<file path="src/sv/wcg_pkg.sv">
// ----------------------------------------------------------------------------
// Window coefficient generator package
// Shared widths, fixed-point constants, data types and arithmetic helpers.
// ----------------------------------------------------------------------------
package wcg_pkg;

    localparam int IDX_W      = 12;
    localparam int LEN_W      = 13;
    localparam int COEF_W     = 16;
    localparam int FRAC_BITS  = 15;
    localparam int MIN_LENGTH = 2;
    localparam int MAX_LENGTH = 4096;
    localparam int Q          = 30;

    localparam int NUM_W = 42;
    localparam int QUO_W = 31;
    localparam int DVS_W = 12;
    localparam int REM_W = 12;

    localparam int HORNER_STEPS = 6;
    localparam int HORNER_DIV [HORNER_STEPS] = '{132, 90, 56, 30, 12, 2};

    localparam logic signed [31:0] ONE_Q  = 32'sd1073741824;
    localparam logic [31:0]        PI_Q30 = 32'd3373259426;
    localparam logic signed [31:0] C_054  = 32'sd579820585;
    localparam logic signed [31:0] C_046  = 32'sd493921239;
    localparam logic signed [31:0] C_042  = 32'sd450971566;
    localparam logic signed [31:0] C_008  = 32'sd85899346;

    localparam logic [COEF_W-1:0] COEF_ONE = COEF_W'(1 << FRAC_BITS);

    localparam logic [2:0] WIN_RECT     = 3'd0;
    localparam logic [2:0] WIN_BARTLETT = 3'd1;
    localparam logic [2:0] WIN_HANN     = 3'd2;
    localparam logic [2:0] WIN_HAMMING  = 3'd3;
    localparam logic [2:0] WIN_BLACKMAN = 3'd4;

    typedef struct packed {
        logic              oor;
        logic              zero_out;
        logic [2:0]        wtype;
        logic              neg;
        logic [COEF_W-1:0] bart_coef;
    } ctx_t;

    typedef struct packed {
        ctx_t             ctx;
        logic [REM_W-1:0] rem;
        logic [QUO_W-1:0] bits;
        logic [QUO_W-1:0] quo;
        logic [DVS_W-1:0] dvs;
    } div_t;

    typedef struct packed {
        ctx_t               ctx;
        logic signed [32:0] t;
        logic [31:0]        y;
    } hrn_t;

    // Q30 product with rounding half away from zero.
    function automatic logic signed [31:0] mulq(input logic signed [31:0] a,
                                                input logic signed [31:0] b);
        logic        neg;
        logic [31:0] ua;
        logic [31:0] ub;
        logic [63:0] p;
        neg = a[31] ^ b[31];
        ua  = a[31] ? 32'(-a) : 32'(a);
        ub  = b[31] ? 32'(-b) : 32'(b);
        p   = ({32'b0, ua} * {32'b0, ub} + 64'd536870912) >> Q;
        return neg ? -$signed(p[31:0]) : $signed(p[31:0]);
    endfunction

    // Clamp a Q30 value to 0..1 and round half up to the output format.
    function automatic logic [COEF_W-1:0] to_out(input logic signed [33:0] w);
        logic [30:0] u;
        logic [31:0] s;
        if (w < 0)
            u = 31'd0;
        else if (w > 34'sd1073741824)
            u = 31'd1073741824;
        else
            u = w[30:0];
        s = {1'b0, u} + 32'(1 << (Q - FRAC_BITS - 1));
        return COEF_W'(s >> (Q - FRAC_BITS));
    endfunction

endpackage

</file>
<file path="src/sv/wcg_div_cell.sv">
// ----------------------------------------------------------------------------
// Divider cell
// One restoring division step: develops one quotient bit and passes the
// partial remainder, remaining dividend bits and item context to the next cell.
// ----------------------------------------------------------------------------
module wcg_div_cell
    import wcg_pkg::*;
(
    input  logic clk,
    input  logic rst_n,
    input  logic en,
    input  logic in_valid,
    input  div_t in_data,
    output logic out_valid,
    output div_t out_data
);

    logic             valid_reg;
    div_t             data_reg;
    div_t             data_next;
    logic [REM_W:0]   trial;
    logic             ge;

    always_comb
    begin
        trial     = {in_data.rem, in_data.bits[QUO_W-1]};
        ge        = trial >= {1'b0, in_data.dvs};
        data_next = in_data;
        data_next.rem  = ge ? REM_W'(trial - {1'b0, in_data.dvs}) : trial[REM_W-1:0];
        data_next.bits = {in_data.bits[QUO_W-2:0], 1'b0};
        data_next.quo  = {in_data.quo[QUO_W-2:0], ge};
    end

    always_ff @(posedge clk or negedge rst_n)
    begin
        if (!rst_n)
            valid_reg <= 1'b0;
        else if (en)
            valid_reg <= in_valid;
    end

    always_ff @(posedge clk)
    begin
        if (en)
            data_reg <= data_next;
    end

    assign out_valid = valid_reg;
    assign out_data  = data_reg;

    a_rem_below_divisor: assert property (@(posedge clk) disable iff (!rst_n)
        out_valid |-> (out_data.rem < out_data.dvs))
        else $error("partial remainder not below divisor");

endmodule

</file>
<file path="config.mk">
export PLATFORM = sky130hd
export DESIGN_NAME = wcg_div_cell
export DESIGN_NICKNAME = d
export VERILOG_FILES = /design/src/sv/wcg_pkg.sv /design/src/sv/wcg_div_cell.sv
export SDC_FILE = /design/constraint.sdc
export NUM_CORES = 1
export LEC_CHECK = 0
export BUFFER_PORTS_ARGS = -buffer_cell sky130_fd_sc_hd__buf_2
export CAP_MARGIN = 20
export CORE_ASPECT_RATIO = 0.5
export CORE_MARGIN = 2
export CORE_UTILIZATION = 28
export DETAILED_ROUTE_END_ITERATION = 10
export GPL_ROUTABILITY_DRIVEN = 0
export GPL_TIMING_DRIVEN = 0
export SYNTH_ARGS = -nofsm -noshare
export SYNTH_HDL_FRONTEND = slang
export SYNTH_SLANG_ARGS = --single-unit
</file>
<file path="constraint.sdc">
create_clock -name clk -period 0.8 [get_ports clk]
set_input_delay 0.16 -clock clk [delete_from_list [all_inputs] [get_ports clk]]
set_output_delay 0.16 -clock clk [all_outputs]
set_load 0.05 [all_outputs]
</file>
==> results_dict.tcl <==
set metrics [dict create \
    failed_checks "setup timing" \
    r2r_slack_ps 10 \
    r2r_end "out_valid$_DFFE_PN0P_" \
    drtIter0Drc 154 \
    dr.pass1.iters 4 \
    layout_setup_ws_ps -1370 \
    final_cells 752 \
    cts_tree "yes" \
    reg2regPathDepth 1 \
    pre_cts_ws_ps -1950 \
    finalWirelength_mm 12.5 \
    holdPathStages 1 \
    viasPerCell 4.25 \
    global_route.usage.met3_pct 3.38 \
    wl_per_cell_um 16.6 \
    area_delta_synth_final_pct 85.3 \
    critPathMaxFanout 5 \
    async_flop_share_pct 0.926 \
    clk_pin_slew_ps 70 \
    layout-drive-gt1-share_pct 49.1 \
    dp_cells 636 \
    grt_max_degree 52 \
    grt_pass1_wl_mm 18.5 \
    initial_core_util_pct 28.5 \
    grt-ovfl-total 0 \
    vias 3197 \
    status "finished with violations" \
    timing.final.crit_share_pct 271 \
    gr-usage-met2_pct 29.9 \
    hold_start "in_data[0]" \
    ir_drop_v 0.00109 \
    rsz0062_at_grt "true" \
    pwr-share-seq_pct 42.3 \
    p_clk_share_pct 30.1 \
    die_area_um2 15700 \
    ys_types 39 \
    comb_power_share_pct 27.5 \
    port_buffers 218 \
    hold_path.class "primary input to register" \
    final_max_slew_viol_count 0 \
    crit_required_ps 880 \
    hpwl_mm 8.15 \
    yosysSeqAreaShare_pct 78.7 \
    syn-num-nets 344 \
    final_nets 674 \
    cts-buffers-inserted 9 \
    fin_tns_setup_ps -44400 \
    core_um2 14400 \
    rows 31 \
    yosys.area.top_type "edfxtp_1" \
    p_sw_mw 4.85 \
    die_y_um 89.7 \
    final_core_util_pct 52.9 \
    fillers 1205 \
    root_buffer "clkbuf_16" \
    critPathLaunchType "primary input" \
    drc 0 \
    syn_area_um2 4120 \
    cp-end-kind "register" \
    setup-violations-final 121 \
    synth.top_cells.by_area "edfxtp_1 78%, ha_1 3.6%, mux2_4 2.6%, inv_1 1.4%, nand3_1 1.1%" \
    cts_buffer_depth 2 \
    met1_usage_pct 16.5 \
    ys_ff_latch 108 \
    yosysWarnings 0 \
    internal_power_mw 11.8 \
    synth.avg_cell_area_um2 18.8 \
    cp.arrival_ps 2250 \
    worst-setup-path-type "primary input to register" \
    cts.sinks 108 \
    skew_ps 0 \
    hold_viol 0 \
    fmax_ghz 0.462 \
    post-synth-top-area-fraction_pct 78.1 \
    netSwitchingFraction_pct 29.1 \
    clk_latency_ps 340 \
    antenna_cells 0 \
    busiest_layer "met2" \
    grt_pass1_vias 3381 \
    antenna_left 0 \
    r2r_start "out_valid$_DFFE_PN0P_" \
    holdPathEnd "out_data[0]$_DFFE_PP_" \
    grt_antenna_before_repair 0 \
    synthCells 219 \
    synth_edf_count 107 \
    powerDensity_nw_per_um2 2180 \
    ios 221 \
    ys.flop_type "edfxtp_1" \
    max-cap-violations 0 \
    post-route-min-period_ps 2170 \
    grt_use_total_pct 15.5 \
    cts_htree_levels 3 \
    leakage_nw 3.22 \
    fp.dieW_um 175 \
]
==> synth_stat cells (all sizes together), types with 2 or more instances <==
library cell,instances
edfxtp,107
inv,15
ha,12
mux2,11
nand3,9
nor2,9
a21oi,5
nor2b,5
xnor2,5
nand2,4
mux2i,3
nor3,3
o21ai,3
xor2,3
buf,2
nor4,2
o21a,2
o31a,2
==> timing repair <==
| item | CTS | global route |
|---|---|---|
| setup buffers | 7 | 3 |
| endpoints found under the setup margin | 180 | 147 |
| endpoints found under the hold margin | 85 | 2 |
| hold buffers | 85 | 2 |
| pin swaps | 1 | 0 |
| gates resized for setup | 230 | 5 |
| gates cloned | 2 | 1 |
==> layout make-up <==
| cell class | count | area [µm²] | area share, % |
|---|---|---|---|
| buffer | 3 | 26.3 | 0.345 |
| inverter | 15 | 68.8 | 0.902 |
| clock inverter | 6 | 110 | 1.44 |
| timing repair buffer | 319 | 2870 | 37.6 |
| clock buffer | 10 | 229 | 3.00 |
| tap | 198 | 248 | 3.25 |
| sequential | 108 | 3240 | 42.5 |
| multi-input combinational | 93 | 838 | 11.0 |
==> layout by cell type, fill, tap and decap left out, types with 2 or more instances in the layout <==
| master | n |
|---|---|
| buf_6 | 111 |
| buf_2 | 108 |
| edfxtp_1 | 107 |
| dlygate4sd3_1 | 87 |
| inv_1 | 12 |
| clkbuf_16 | 11 |
| mux2_4 | 10 |
| nor2_1 | 9 |
| nand3_1 | 9 |
| ha_1 | 9 |
| buf_4 | 8 |
| xnor2_1 | 5 |
| a21oi_1 | 4 |
| nand2_1 | 4 |
| nor2b_1 | 4 |
| nor3_1 | 3 |
| xor2_1 | 3 |
| o21ai_0 | 3 |
| mux2i_1 | 3 |
| bufinv_16 | 3 |
| buf_16 | 3 |
| inv_2 | 2 |
| clkbuf_1 | 2 |
| o21a_1 | 2 |
| o31a_1 | 2 |
| ha_4 | 2 |
==> layer usage <==
metal | up-vias | routed length, µm
li1 | 1503 | -
met1 | 1594 | 4760
met2 | 69 | 6980
met3 | 31 | 412
met4 | 0 | 364
met5 | - | 0
==> power groups by stage <==
stage	logic, mW	clock network [mW]	registers, mW
2_1_floorplan	0.684	0	8.81
3_3_place_gp	3.43	0	7.04
3_5_place_dp	3.48	0	7.04
4_1_cts	4.55	5.17	7.04
5_1_grt	4.76	5.36	7.09
6_report	4.59	5.02	7.05
==> critical path, cell delays in order <==
cell,delay (ps)
buf_12,90
inv_12,30
ha_4,220
nor2b_4,120
o31a_1,270
o31a_1,280
o311a_4,320
nor4_4,150
buf_4,180
buf_8,130
mux2_4,300
==> metrics by stage <==
| stage | cell area, µm² | hold slack [ps] | total power [mW] |
|---|---|---|---|
| final | 7630 | 15.8 | 16.7 |
| after global routing | 7630 | 0.370 | 17.2 |
| after CTS | 7560 | 0.881 | 16.8 |
| after detailed placement | 5530 | -64.6 | 10.5 |
| after global placement | 5500 | -64.6 | 10.5 |
| after floorplan | 4160 | -136 | 9.50 |
==> flip-flops by register name, indices dropped and copies added, names as in the netlist <==
| signal | cells |
|---|---|
| out_valid | 1 |
| out_data | 107 |
==> worst max-delay path by stage <==
stage          startpoint                     end  slack [ps]  cells after the start
4_1_cts        in_data[1]  out_data[84]$_DFFE_PP_       -1380                     11
5_1_grt        in_data[1]  out_data[79]$_DFFE_PP_       -1410                     11
6_report       in_data[1]  out_data[84]$_DFFE_PP_       -1370                     11
3_3_place_gp   in_data[1]  out_data[84]$_DFFE_PP_       -1950                     10
2_1_floorplan  in_data[1]  out_data[78]$_DFFE_PP_       -1540                      9
3_5_place_dp   in_data[1]  out_data[84]$_DFFE_PP_       -1950                     10
==> cells by family after synthesis <==
family,Yosys count,synth area share [%]
xor+xnor,8,1.70
simple gates,34,4.59
other cells,1,0.0911
flops,108,78.7
mux,14,4.38
buf+inv,18,2.01
fa+ha+maj,13,4.13
compound gates,23,4.44
Note: power is estimated with default switching activity, not from simulation.
