`src/sv/wcg_pkg.sv`:
```
// ----------------------------------------------------------------------------
// Window coefficient generator package
// Shared widths, fixed-point constants, data types and arithmetic helpers.
// ----------------------------------------------------------------------------
package wcg_pkg;

    localparam int IDX_W      = 12;
    localparam int LEN_W      = 13;
    localparam int COEF_W     = 16;
    localparam int FRAC_BITS  = 15;
    localparam int MIN_LENGTH = 2;
    localparam int MAX_LENGTH = 4096;
    localparam int Q          = 30;

    localparam int NUM_W = 42;
    localparam int QUO_W = 31;
    localparam int DVS_W = 12;
    localparam int REM_W = 12;

    localparam int HORNER_STEPS = 6;
    localparam int HORNER_DIV [HORNER_STEPS] = '{132, 90, 56, 30, 12, 2};

    localparam logic signed [31:0] ONE_Q  = 32'sd1073741824;
    localparam logic [31:0]        PI_Q30 = 32'd3373259426;
    localparam logic signed [31:0] C_054  = 32'sd579820585;
    localparam logic signed [31:0] C_046  = 32'sd493921239;
    localparam logic signed [31:0] C_042  = 32'sd450971566;
    localparam logic signed [31:0] C_008  = 32'sd85899346;

    localparam logic [COEF_W-1:0] COEF_ONE = COEF_W'(1 << FRAC_BITS);

    localparam logic [2:0] WIN_RECT     = 3'd0;
    localparam logic [2:0] WIN_BARTLETT = 3'd1;
    localparam logic [2:0] WIN_HANN     = 3'd2;
    localparam logic [2:0] WIN_HAMMING  = 3'd3;
    localparam logic [2:0] WIN_BLACKMAN = 3'd4;

    typedef struct packed {
        logic              oor;
        logic              zero_out;
        logic [2:0]        wtype;
        logic              neg;
        logic [COEF_W-1:0] bart_coef;
    } ctx_t;

    typedef struct packed {
        ctx_t             ctx;
        logic [REM_W-1:0] rem;
        logic [QUO_W-1:0] bits;
        logic [QUO_W-1:0] quo;
        logic [DVS_W-1:0] dvs;
    } div_t;

    typedef struct packed {
        ctx_t               ctx;
        logic signed [32:0] t;
        logic [31:0]        y;
    } hrn_t;

    // Q30 product with rounding half away from zero.
    function automatic logic signed [31:0] mulq(input logic signed [31:0] a,
                                                input logic signed [31:0] b);
        logic        neg;
        logic [31:0] ua;
        logic [31:0] ub;
        logic [63:0] p;
        neg = a[31] ^ b[31];
        ua  = a[31] ? 32'(-a) : 32'(a);
        ub  = b[31] ? 32'(-b) : 32'(b);
        p   = ({32'b0, ua} * {32'b0, ub} + 64'd536870912) >> Q;
        return neg ? -$signed(p[31:0]) : $signed(p[31:0]);
    endfunction

    // Clamp a Q30 value to 0..1 and round half up to the output format.
    function automatic logic [COEF_W-1:0] to_out(input logic signed [33:0] w);
        logic [30:0] u;
        logic [31:0] s;
        if (w < 0)
            u = 31'd0;
        else if (w > 34'sd1073741824)
            u = 31'd1073741824;
        else
            u = w[30:0];
        s = {1'b0, u} + 32'(1 << (Q - FRAC_BITS - 1));
        return COEF_W'(s >> (Q - FRAC_BITS));
    endfunction

endpackage

```
`src/sv/wcg_horner_cell.sv`:
```
// ----------------------------------------------------------------------------
// Horner cell
// One step of the cosine polynomial, t' = 1 - round(t*y)/Q_DIV, over three
// register stages: product, reciprocal quotient estimate, correction.
// ----------------------------------------------------------------------------
module wcg_horner_cell
    import wcg_pkg::*;
#(
    parameter int Q_DIV = 2
)
(
    input  logic clk,
    input  logic rst_n,
    input  logic en,
    input  logic in_valid,
    input  hrn_t in_data,
    output logic out_valid,
    output hrn_t out_data
);

    localparam logic [33:0] RECIP = 34'((64'd1 << 34) / Q_DIV);

    logic        a_valid_reg, b_valid_reg, c_valid_reg;
    ctx_t        a_ctx_reg, b_ctx_reg;
    logic [31:0] a_y_reg, b_y_reg;
    logic [32:0] a_p_reg, b_p_reg, b_q0_reg;
    hrn_t        c_data_reg;

    logic [62:0] prod_a;
    logic [32:0] p_next;
    logic [66:0] prod_b;
    logic [32:0] q0_next;
    logic [32:0] qq;
    logic [32:0] rem_c;
    logic [32:0] quo_c;
    hrn_t        c_next;

    always_comb
    begin
        prod_a  = {32'b0, in_data.t[30:0]} * {31'b0, in_data.y};
        p_next  = 33'((prod_a + 63'd536870912) >> Q);
        prod_b  = {34'b0, a_p_reg} * {33'b0, RECIP};
        q0_next = 33'(prod_b >> 34);
        qq      = 33'(b_q0_reg * 33'(Q_DIV));
        rem_c   = b_p_reg - qq;
        quo_c   = b_q0_reg + {32'b0, (rem_c >= 33'(Q_DIV))};
        c_next.ctx = b_ctx_reg;
        c_next.y   = b_y_reg;
        c_next.t   = 33'sd1073741824 - $signed(quo_c);
    end

    always_ff @(posedge clk or negedge rst_n)
    begin
        if (!rst_n)
        begin
            a_valid_reg <= 1'b0;
            b_valid_reg <= 1'b0;
            c_valid_reg <= 1'b0;
        end
        else if (en)
        begin
            a_valid_reg <= in_valid;
            b_valid_reg <= a_valid_reg;
            c_valid_reg <= b_valid_reg;
        end
    end

    always_ff @(posedge clk)
    begin
        if (en)
        begin
            a_ctx_reg  <= in_data.ctx;
            a_y_reg    <= in_data.y;
            a_p_reg    <= p_next;
            b_ctx_reg  <= a_ctx_reg;
            b_y_reg    <= a_y_reg;
            b_p_reg    <= a_p_reg;
            b_q0_reg   <= q0_next;
            c_data_reg <= c_next;
        end
    end

    assign out_valid = c_valid_reg;
    assign out_data  = c_data_reg;

endmodule

```
`config.mk`:
```
export PLATFORM = sky130hd
export DESIGN_NAME = wcg_horner_cell
export DESIGN_NICKNAME = d
export VERILOG_FILES = /design/src/sv/wcg_pkg.sv /design/src/sv/wcg_horner_cell.sv
export SDC_FILE = /design/constraint.sdc
export NUM_CORES = 2
export LEC_CHECK = 0
export ABC_AREA = 1
export ABC_CLOCK_PERIOD_IN_PS = 2500
export BUFFER_PORTS_ARGS = -buffer_cell sky130_fd_sc_hd__buf_2
export CORE_MARGIN = 2
export CORE_UTILIZATION = 42
export CTS_CLUSTER_DIAMETER = 50
export DETAILED_ROUTE_END_ITERATION = 8
export PLACE_DENSITY = 0.57
export SLEW_MARGIN = 20
export SYNTH_ARGS = -nofsm -noshare
export SYNTH_HDL_FRONTEND = slang
export SYNTH_SLANG_ARGS = --single-unit
```
`constraint.sdc`:
```
create_clock -name clk -period 2.5 [get_ports clk]
set_input_delay 0.375 -clock clk [delete_from_list [all_inputs] [get_ports clk]]
set_output_delay 0.375 -clock clk [all_outputs]
set_load 0.02 [all_outputs]
```
==> flow_metrics.py <==
metrics = {
    "logic_synthesis": {
        "synthCells": 5328,
        "yosysTopAreaCellShare": 0.390,
        "syn-num-nets": 6598,
        "synth_common_cells": "inv_1 (1727), nand2_1 (1376), fa_1 (867), ha_1 (312), edfxtp_1 (259)",
        "synth.distinct_cells": 37,
        "synth_area_per_cell_sq_um": 8.36,
        "ys_seq_elements": 262,
        "synth.yosys.seq_area_share": 0.176,
        "yosysMostFrequentCell": "inv_1",
        "syn_area_sq_um": 44500,
        "ys_async_sr_fraction": 0.0115,
        "synth_top_cell_by_area": "fa_1",
        "synth_edf_count": 259,
        "yosys-top-cells-area": "fa_1 (39%), edfxtp_1 (17%), inv_1 (15%)",
        "ys.warnings.count": 0,
        "synth_flop_cell": "edfxtp_1",
    },
    "floorplanning": {
        "dieArea_sq_um": 109000,
        "io_pins": 179,
        "die_w_um": 330,
        "start_util": 0.423,
        "die_y_um": 330,
        "rows": 119,
        "core_area_sq_um": 105000,
    },
    "place": {
        "gp_congestion": 0.905,
        "pre_cts_slack_ps": -4670,
        "place_inst": 7107,
        "portBuffers": 176,
        "dp_hpwl_um": 104000,
    },
    "final_layout": {
        "ff_latch_area_sq_um": 7850,
        "area_growth_pct": 25.0,
        "fill_cells": 9805,
        "largest_reg_flops": 87,
        "fin_nets": 7133,
        "multiInputGateArea_sq_um": 31700,
        "layoutNonFillerInstCount": 7280,
        "drive_gt1_frac": 0.215,
        "insertedDiodeCount": 0,
    },
    "detailed_routing": {
        "wl_per_cell_um": 17.3,
        "first_pass_iters": 8,
        "via_per_inst": 4.75,
        "route.detailed.drc": 0,
        "num_vias": 34588,
        "finalWirelength_um": 126000,
        "drt_iter0_drc": 2086,
        "ant_nets": 0,
    },
    "global_routing": {
        "grt_pass1_vias": 36887,
        "grt_overflow": 0,
        "gr-usage-all-layers": 0.240,
        "grt_pass1_wl_um": 202000,
        "antenna_found_initial": 2,
        "grt_max_degree": 51,
    },
    "timing": {
        "min_period_ps": 6080,
        "finalWorstSetupSlack_ps": -3580,
        "rsz0062_at_grt": "true",
        "period_share": 2.43,
        "slew_headroom": 0.652,
        "clock_skew_ps": 40.1,
        "slew_violations": 0,
        "hold_viol": 0,
        "worstMarginPinSlew_ps": 521,
        "timing.fmax_mhz": 165,
        "setup_viol": 32,
    },
    "clock_network": {
        "cts_tree": "done",
        "numCtsBuffers": 37,
        "clkSinkCount": 262,
        "cts.clk_slew.worst_paths_ps": 60,
        "cts_max_path_buffers": 3,
        "clkLatencyLatePin_ps": 620,
        "cts_root_buf": "clkbuf_16",
        "htreeDepth": 2,
    },
    "setup_path": {
        "path_common_cell": "fa_1",
        "crit_buf_inv": 10,
        "path_class": "primary input to register",
        "critPathTopFamily": "adder cells",
        "cpPeakStageDelay_ps": 560,
        "cp-end-kind": "register",
        "critical-path-slowest-cell": "fa_1",
        "critPathLaunchType": "primary input",
        "crit_arrival_ps": 6400,
        "cp_max_fo": 6,
        "crit_required_ps": 2820,
    },
    "status": {
        "failed_checks": "negative setup slack",
        "outcome": "complete, but fails checks",
    },
    "min_path": {
        "hold_path.class": "primary input to register",
    },
    "flow_run": {
        "maxCapViolCount": 0,
    },
}
==> stage by stage <==
stage	hold WS (ps)	cell area [sq um]	utilization	TNS (ps)
floorplan	79.4	45500	-	-113810
global placement	171	50400	0.479	-141630
detailed placement	177	50400	0.479	-143300
CTS	25.9	54200	0.515	-108620
global route	6.27	55600	0.529	-116490
finish	35.8	55600	0.529	-111310
==> logic make-up (layout without fill, tap and decap cells) <==
| group | Yosys count | after routing | share of synthesized area |
|---|---|---|---|
| AOI/OAI and AO/OA | 234 | 234 | 0.0294 |
| xor gates and xnor gates | 30 | 30 | 0.00590 |
| adders and majority gates | 1179 | 1179 | 0.477 |
| buffers and inverters | 1952 | 2513 | 0.165 |
| DFF | 262 | 262 | 0.176 |
| muxes | 1 | 1 | 0.000253 |
| and+or+nand+nor | 1670 | 1670 | 0.146 |
==> what timing repair did <==
item	4_1_cts	5_1_grt
endpoints found under the hold margin	27	0
pin swaps	204	207
setup endpoints to repair	32	32
hold buffers	25	0
setup buffers	44	31
gates resized for setup	494	306
cloned	11	4
==> cell type report <==
type	instances	share of cell area
multi-input combinational	3114	0.569
timing repair buffer	685	0.118
inverter	1763	0.119
clock inverter	22	0.00425
sequential	262	0.141
tap	1391	0.0313
clock buffer	43	0.0174
==> layout by cell type (no fill, tap or decap), types with 15 or more instances in the layout <==
cell,instances
nand3_2,15
ha_4,38
buf_2,118
o21ai_2,15
a21oi_2,30
ha_1,273
o21ai_0,35
nand2_4,40
dlygate4sd3_1,25
nand2_1,1253
buf_8,19
buf_12,67
edfxtp_1,259
nand3_1,53
xor2_1,20
nand2_2,83
inv_1,1627
inv_2,126
clkbuf_16,42
nand4_1,16
fa_1,809
a21oi_1,70
a21oi_4,20
buf_6,76
nor2_1,96
nor2_4,50
buf_4,361
buf_16,15
fa_2,58
nor2_2,32
==> metal layers <==
metal / part of all wire / global-route usage
met5: 0.00011 / 0
met3: 0.058 / 0.0323
met4: 0.030 / 0.0675
met1: 0.43 / 0.322
met2: 0.48 / 0.407
==> worst register-to-register path, cell delays in order (launching register included) <==
cell,delay (ps)
edfxtp_1,390
ha_1,390
a21oi_1,240
a21boi_0,300
o21ai_0,230
a21oi_1,170
nand2_1,80
xor2_1,150
==> final timing paths <==
kind                                         start                       to  slack (ps)  depth (start not counted)
max                                    in_data[38]     a_p_reg[6]$_DFFE_PP_       -3580                         29
min                                    in_data[15]    a_y_reg[15]$_DFFE_PP_          40                          1
max reg2reg                  b_p_reg[23]$_DFFE_PP_   out_data[63]$_DFFE_PP_         260                          7
min reg2reg                a_ctx_reg[18]$_DFFE_PP_  b_ctx_reg[18]$_DFFE_PP_         410                          0
max in group asynchronous                    rst_n  b_valid_reg$_DFFE_PN0P_        2280                          2
min in group asynchronous                    rst_n    out_valid$_DFFE_PN0P_         110                          2
Power is left out: the tool's default activity adds up to more than one toggle a clock period on the data nets, which glitch-free logic cannot reach.
